<file path="src/hw/rtl/smeu_pkg.sv">
`timescale 1ns / 1ps

package smeu_pkg;

    // Stack and program counter sizing
    localparam int STACK_WORDS = 1024;
    localparam int PC_BITS     = 16;
    localparam int SP_BITS     = $clog2(STACK_WORDS + 1);
    localparam int ADDR_BITS   = $clog2(STACK_WORDS);

    // Field widths fixed by the port list
    localparam int OP_BITS    = 4;
    localparam int WORD_BITS  = 64;
    localparam int NPC_BITS   = 16;
    localparam int DEPTH_BITS = 11;
    localparam int FAULT_BITS = 2;

    typedef logic [WORD_BITS-1:0] t_word;

    typedef enum logic [OP_BITS-1:0] {
        OP_HALT  = 4'd0,
        OP_PUSH  = 4'd1,
        OP_LABEL = 4'd2,
        OP_JUMP  = 4'd3,
        OP_JZ    = 4'd4,
        OP_RET   = 4'd5,
        OP_DUP   = 4'd6,
        OP_SWAP  = 4'd7,
        OP_DROP  = 4'd8,
        OP_EQ    = 4'd9,
        OP_GE    = 4'd10,
        OP_ADD   = 4'd11
    } t_op;

    typedef enum logic [FAULT_BITS-1:0] {
        FAULT_NONE  = 2'd0,
        FAULT_UNDER = 2'd1,
        FAULT_OVER  = 2'd2
    } t_fault;

endpackage

</file>
<file path="src/hw/rtl/smeu_alu.sv">
`timescale 1ns / 1ps

module smeu_alu (
    input  smeu_pkg::t_op   i_op,
    input  smeu_pkg::t_word i_below,
    input  smeu_pkg::t_word i_top,
    output smeu_pkg::t_word o_result
);
    import smeu_pkg::*;

    // Combine the second word (below) with the top word
    always_comb begin
        case (i_op)
            OP_EQ:   o_result = (i_below == i_top) ? t_word'(1) : '0;
            OP_GE:   o_result = ($signed(i_below) >= $signed(i_top)) ? t_word'(1) : '0;
            default: o_result = i_below + i_top;
        endcase
    end

endmodule

</file>
<file path="config.mk">
export PLATFORM = sky130hd
export DESIGN_NAME = smeu_alu
export DESIGN_NICKNAME = d
export VERILOG_FILES = /design/src/hw/rtl/smeu_pkg.sv /design/src/hw/rtl/smeu_alu.sv
export SDC_FILE = /design/constraint.sdc
export NUM_CORES = 1
export LEC_CHECK = 0
export BUFFER_PORTS_ARGS = -buffer_cell sky130_fd_sc_hd__buf_2
export CAP_MARGIN = 20
export CORE_MARGIN = 2
export CORE_UTILIZATION = 35
export DETAILED_ROUTE_END_ITERATION = 10
export PLACE_DENSITY = 0.67
export SLEW_MARGIN = 20
export SYNTH_ARGS = -nofsm -noshare
export SYNTH_HDL_FRONTEND = slang
export SYNTH_SLANG_ARGS = --single-unit
</file>
<file path="constraint.sdc">
create_clock -name vclk -period 4.35
set_clock_uncertainty 0.05 [all_clocks]
set_input_delay 0.6525 -clock vclk [all_inputs]
set_output_delay 0.6525 -clock vclk [all_outputs]
set_load 0.005 [all_outputs]
</file>
Yosys cells after proc, flatten, opt, wreduce, memory -nomap -nowiden
Index checks and enable logic that the tools add are counted.
- output and inout port bits: 64
- word-level logic and storage cells: 8
- flip-flop bits (word level): 0
- multiplexer cells: 3
- $lt $le $gt $ge: 1
- eq/ne operators: 3
- add/subtract/negate cells: 1
- operators by type and width (kind ; count):
    64-bit case mux with 2 select lines ; 1
    64-bit adder ; 1
    64-bit equality test ; 1
    64-bit greater-or-equal comparator ; 1
    4-bit equality test, second input constant ; 2
    1-bit two-way mux ; 2

Logic depth before layout (Yosys ltp)
- word-level depth: 3
- gate-level depth with buffers: 13
- depth with buffers taken out: 12

Worst setup path before layout
Ideal clock, no wire load.
- path type: input to output
- start point: input port i_below[0]
- end point: output port o_result[46]
- stages on the path: 12
- path slack: 0.438 ns
- arrival time: 3.209 ns
- data required time: 3.648 ns
- path buffers: 0
- cells stage by stage: ha_1 -> fa_1 -> nor2b_1 -> o311ai_2 -> a31oi_1 -> a221oi_2 -> or3_1 -> o211ai_2 -> a2111oi_4 -> o21ai_1 -> xnor2_1 -> nor2_1
- cells in the longest elaborated chain, start to end: 2
- ends and longest elaborated chain (what ; RTL line ; text):
    start, declared ; smeu_alu.sv:5 ; input smeu_pkg::t_word i_below,
    64-bit adder ; smeu_alu.sv:16 ; default: o_result = i_below + i_top;
    64-bit case mux with 2 select lines ; smeu_alu.sv:13 ; case (i_op)
    end, declared ; smeu_alu.sv:7 ; output smeu_pkg::t_word o_result
Every way passes these cells.

Worst setup path in the final report
- start point: input port i_below[6]
- end point: output port o_result[63]
The elaborated chain is that of the path after synthesis.

==> flow_results.xml <==
<?xml version="1.0" encoding="UTF-8"?>
<metrics>
  <group name="power_and_ir_drop">
    <metric name="static_leak" unit="nW">3.84</metric>
    <metric name="p_int" unit="W">0.000483</metric>
    <metric name="power.combinational.fraction" unit="">1.000</metric>
    <metric name="netSwitchingPower" unit="W">0.000640</metric>
    <metric name="fin_total_pwr" unit="W">0.00112</metric>
    <metric name="sequentialPowerShare" unit="">0</metric>
    <metric name="p_per_area" unit="mW/mm^2">149</metric>
    <metric name="clock_power_share" unit="">0</metric>
    <metric name="power.share.switching" unit="">0.570</metric>
    <metric name="peakVddDrop" unit="uV">69.4</metric>
  </group>
  <group name="synthesis">
    <metric name="synthCells" unit="">917</metric>
    <metric name="synth.cell_area" unit="sq mm">0.00598</metric>
    <metric name="synth_net_count" unit="">1177</metric>
    <metric name="synth_warnings" unit="">0</metric>
    <metric name="ys_seq_area_frac" unit="">0</metric>
    <metric name="postSynthAreaPerCell" unit="sq um">6.52</metric>
    <metric name="netlist-cell-type-count" unit="">74</metric>
  </group>
  <group name="routing">
    <metric name="detailroute.via_count" unit="">7203</metric>
    <metric name="via_per_inst" unit="">5.40</metric>
    <metric name="final_antenna_net_count" unit="">0</metric>
    <metric name="met3_wirelength" unit="mm">1.23</metric>
    <metric name="detail_route.iter0.violations" unit="">508</metric>
    <metric name="drc" unit="">0</metric>
    <metric name="wl" unit="mm">20.5</metric>
    <metric name="route.layer.met1.wl" unit="mm">9.69</metric>
    <metric name="met2RoutedLength" unit="mm">9.23</metric>
    <metric name="highest-signal-layer" unit="">met4</metric>
    <metric name="routed_wire_length_per_instance" unit="microns">15.4</metric>
    <metric name="detailedRoute.firstPassIterationCount" unit="">5</metric>
  </group>
  <group name="timing">
    <metric name="min_tclk_post_route" unit="ns">4.24</metric>
    <metric name="drv_slew" unit="">0</metric>
    <metric name="maximum_achievable_frequency" unit="MHz">236</metric>
    <metric name="timing.final.crit_share" unit="">0.974</metric>
    <metric name="final_hold_viol_count" unit="">0</metric>
    <metric name="fin_tns_setup" unit="ns">0</metric>
    <metric name="worst-slew-pin-transition" unit="ns">0.920</metric>
    <metric name="report.final.setup_viol" unit="">0</metric>
    <metric name="worst_slew_margin_rel" unit="">0.385</metric>
  </group>
  <group name="cells_and_area">
    <metric name="fin_nets" unit="">1376</metric>
    <metric name="flow.area_growth_from_synthesis" unit="%">25.7</metric>
    <metric name="multi_input_comb_area" unit="sq mm">0.00551</metric>
    <metric name="num_sequential" unit="">0</metric>
    <metric name="insertedDiodeCount" unit="">0</metric>
    <metric name="post_route_cells_drive_above_1_share" unit="">0.256</metric>
    <metric name="fill_cells" unit="">1779</metric>
    <metric name="final-seq-area" unit="sq um">0</metric>
    <metric name="nClkBuffers" unit="">0</metric>
  </group>
  <group name="global_routing">
    <metric name="grt_max_degree" unit="">43</metric>
    <metric name="first_pass_grt_wire_length" unit="mm">32.8</metric>
    <metric name="global_route.overflow_total" unit="">0</metric>
    <metric name="first_global_vias" unit="">6825</metric>
    <metric name="grt_util_all_layers" unit="">0.214</metric>
    <metric name="antenna_found_initial" unit="">0</metric>
  </group>
  <group name="run">
    <metric name="cap_viol_max_count" unit="">0</metric>
  </group>
  <group name="placement">
    <metric name="io_buffers" unit="">196</metric>
    <metric name="dp_hpwl" unit="mm">17.5</metric>
    <metric name="final_replace_weighted_congestion" unit="">0.894</metric>
  </group>
  <group name="status">
    <metric name="status" unit="">finished, final reports clean</metric>
  </group>
  <group name="setup_path">
    <metric name="worst-path-max-fanout" unit="">7</metric>
    <metric name="cp.arrival" unit="ns">3.54</metric>
    <metric name="path_class" unit="">input pin to primary output</metric>
    <metric name="launching_element_type_of_the_critical_path" unit="">input pin</metric>
    <metric name="critPathCaptureType" unit="">primary output</metric>
    <metric name="crit_required" unit="ns">3.65</metric>
  </group>
  <group name="floorplan">
    <metric name="initial_core_utilization" unit="">0.359</metric>
    <metric name="fp.dieW" unit="microns">135</metric>
    <metric name="die-area" unit="sq mm">0.0182</metric>
    <metric name="io_pins" unit="">196</metric>
    <metric name="fp.coreArea" unit="sq mm">0.0166</metric>
    <metric name="fp.dieH" unit="microns">135</metric>
    <metric name="std_cell_rows" unit="">47</metric>
  </group>
  <group name="worst_hold_path">
    <metric name="hold_path.class" unit="">input pin to primary output</metric>
  </group>
  <group name="clocking">
    <metric name="cts_hold_buf" unit="">0</metric>
  </group>
</metrics>
## layout by cell type (no fill, tap or decap), drive strengths merged, types with 4 or more instances in the layout
cell / instances
nand3: 23
a221oi: 6
nand2: 47
or3: 12
o21bai: 21
ha: 127
inv: 126
o31ai: 15
a21oi: 114
o311ai: 5
o211ai: 8
nor2: 105
nand4: 20
o21a: 4
a21o: 15
and2: 5
xnor2: 34
a211oi: 8
nor2b: 16
mux2i: 7
or4: 5
o21ai: 51
nand2b: 14
nor4: 19
nor3: 20
xor2: 6
buf: 232
## metal layers
layer | up-vias | global-route usage
met5 | - | 0
met4 | 0 | 0.0392
met3 | 26 | 0.0203
met2 | 259 | 0.354
met1 | 3286 | 0.305
li1 | 3632 | -
## critical path, cell delays in order
cell	delay [ns]
sky130_fd_sc_hd__buf_2	0.11
sky130_fd_sc_hd__ha_1	0.38
sky130_fd_sc_hd__nor2b_1	0.29
sky130_fd_sc_hd__nor2_1	0.11
sky130_fd_sc_hd__nand3_2	0.11
sky130_fd_sc_hd__a311oi_4	0.11
sky130_fd_sc_hd__o311ai_2	0.34
sky130_fd_sc_hd__a31o_2	0.27
sky130_fd_sc_hd__and3_4	0.23
sky130_fd_sc_hd__o31ai_4	0.09
sky130_fd_sc_hd__o41ai_2	0.37
sky130_fd_sc_hd__mux2i_1	0.31
sky130_fd_sc_hd__buf_2	0.16
## timing repair
action / 4_1_cts / 5_1_grt
setup endpoints to repair: 8 / 18
resized for setup: 4 / 20
pin swaps: 5 / 13
buffers inserted: 2 / 2
## Yosys cell counts, types with 3 or more instances
cell / n / area, sq um
sky130_fd_sc_hd__nor2b_1: 16 / 100
sky130_fd_sc_hd__and2_1: 5 / 31.3
sky130_fd_sc_hd__or4_1: 5 / 37.5
sky130_fd_sc_hd__a21o_1: 15 / 113
sky130_fd_sc_hd__o21bai_1: 21 / 158
sky130_fd_sc_hd__nor2_1: 105 / 394
sky130_fd_sc_hd__xor2_1: 6 / 52.6
sky130_fd_sc_hd__inv_2: 16 / 60.1
sky130_fd_sc_hd__ha_1: 127 / 1590
sky130_fd_sc_hd__inv_1: 110 / 413
sky130_fd_sc_hd__buf_2: 4 / 20.0
sky130_fd_sc_hd__xnor2_1: 34 / 298
sky130_fd_sc_hd__a221oi_1: 5 / 43.8
sky130_fd_sc_hd__and4_1: 3 / 26.3
sky130_fd_sc_hd__nor3_1: 20 / 100
sky130_fd_sc_hd__or3_1: 12 / 75.1
sky130_fd_sc_hd__o311ai_2: 3 / 48.8
sky130_fd_sc_hd__o21ai_0: 34 / 170
sky130_fd_sc_hd__o21ai_1: 16 / 80.1
sky130_fd_sc_hd__o21a_1: 4 / 30.0
sky130_fd_sc_hd__nand4_1: 20 / 125
sky130_fd_sc_hd__mux2i_1: 7 / 70.1
sky130_fd_sc_hd__nor4_1: 18 / 113
sky130_fd_sc_hd__o211ai_1: 6 / 45.0
sky130_fd_sc_hd__a311o_1: 3 / 30.0
sky130_fd_sc_hd__a21oi_1: 114 / 571
sky130_fd_sc_hd__clkbuf_1: 30 / 113
sky130_fd_sc_hd__nand2_1: 47 / 176
sky130_fd_sc_hd__a211oi_1: 7 / 52.6
sky130_fd_sc_hd__nand2b_1: 14 / 87.6
sky130_fd_sc_hd__o31ai_1: 14 / 105
sky130_fd_sc_hd__nand3_1: 21 / 105
## worst paths after layout
kind,start,endpoint,slack [ns],depth (start not counted)
worst min-delay path,i_op[1],o_result[0],1.69,4
worst max-delay path,i_below[6],o_result[63],0.11,13
## area by class of cell
cell class,count,area share
repair buffers,233,0.168
well taps,220,0.0366
multi-input cells,754,0.732
inverters,127,0.0634
## cells by family (layout without fill, tap and decap cells)
kind of cell / Yosys count / after routing / share of synthesized area
buffers and inverters: 163 / 360 / 0.103
xor gates and xnor gates: 40 / 40 / 0.0586
and+or+nand+nor: 298 / 298 / 0.247
adders and majority gates: 128 / 128 / 0.269
muxes: 8 / 8 / 0.0136
AOI/OAI and AO/OA: 280 / 280 / 0.309
## power by group through the flow
stage	Clock [W]	Sequential [W]	Combinational, W
6_report	0	0	0.00112
5_1_grt	0	0	0.00124
4_1_cts	0	0	0.00109
3_5_place_dp	0	0	0.00108
3_3_place_gp	0	0	0.00107
2_1_floorplan	0	0	0.000664
## metrics by stage
step	hold WS, ns	instance area (sq um)	utilization	instances	setup WS [ns]
after floorplan	1.43	5980	-	917	0.438
after global placement	1.68	7350	0.441	1330	0.0167
after detailed placement	1.68	7350	0.441	1330	-0.115
after CTS	1.69	7380	0.443	1332	0.0195
after global routing	1.71	7520	0.452	1334	-0.00631
final	1.69	7520	0.452	1334	0.112
No activity file was read; power rests on OpenSTA's default activity.
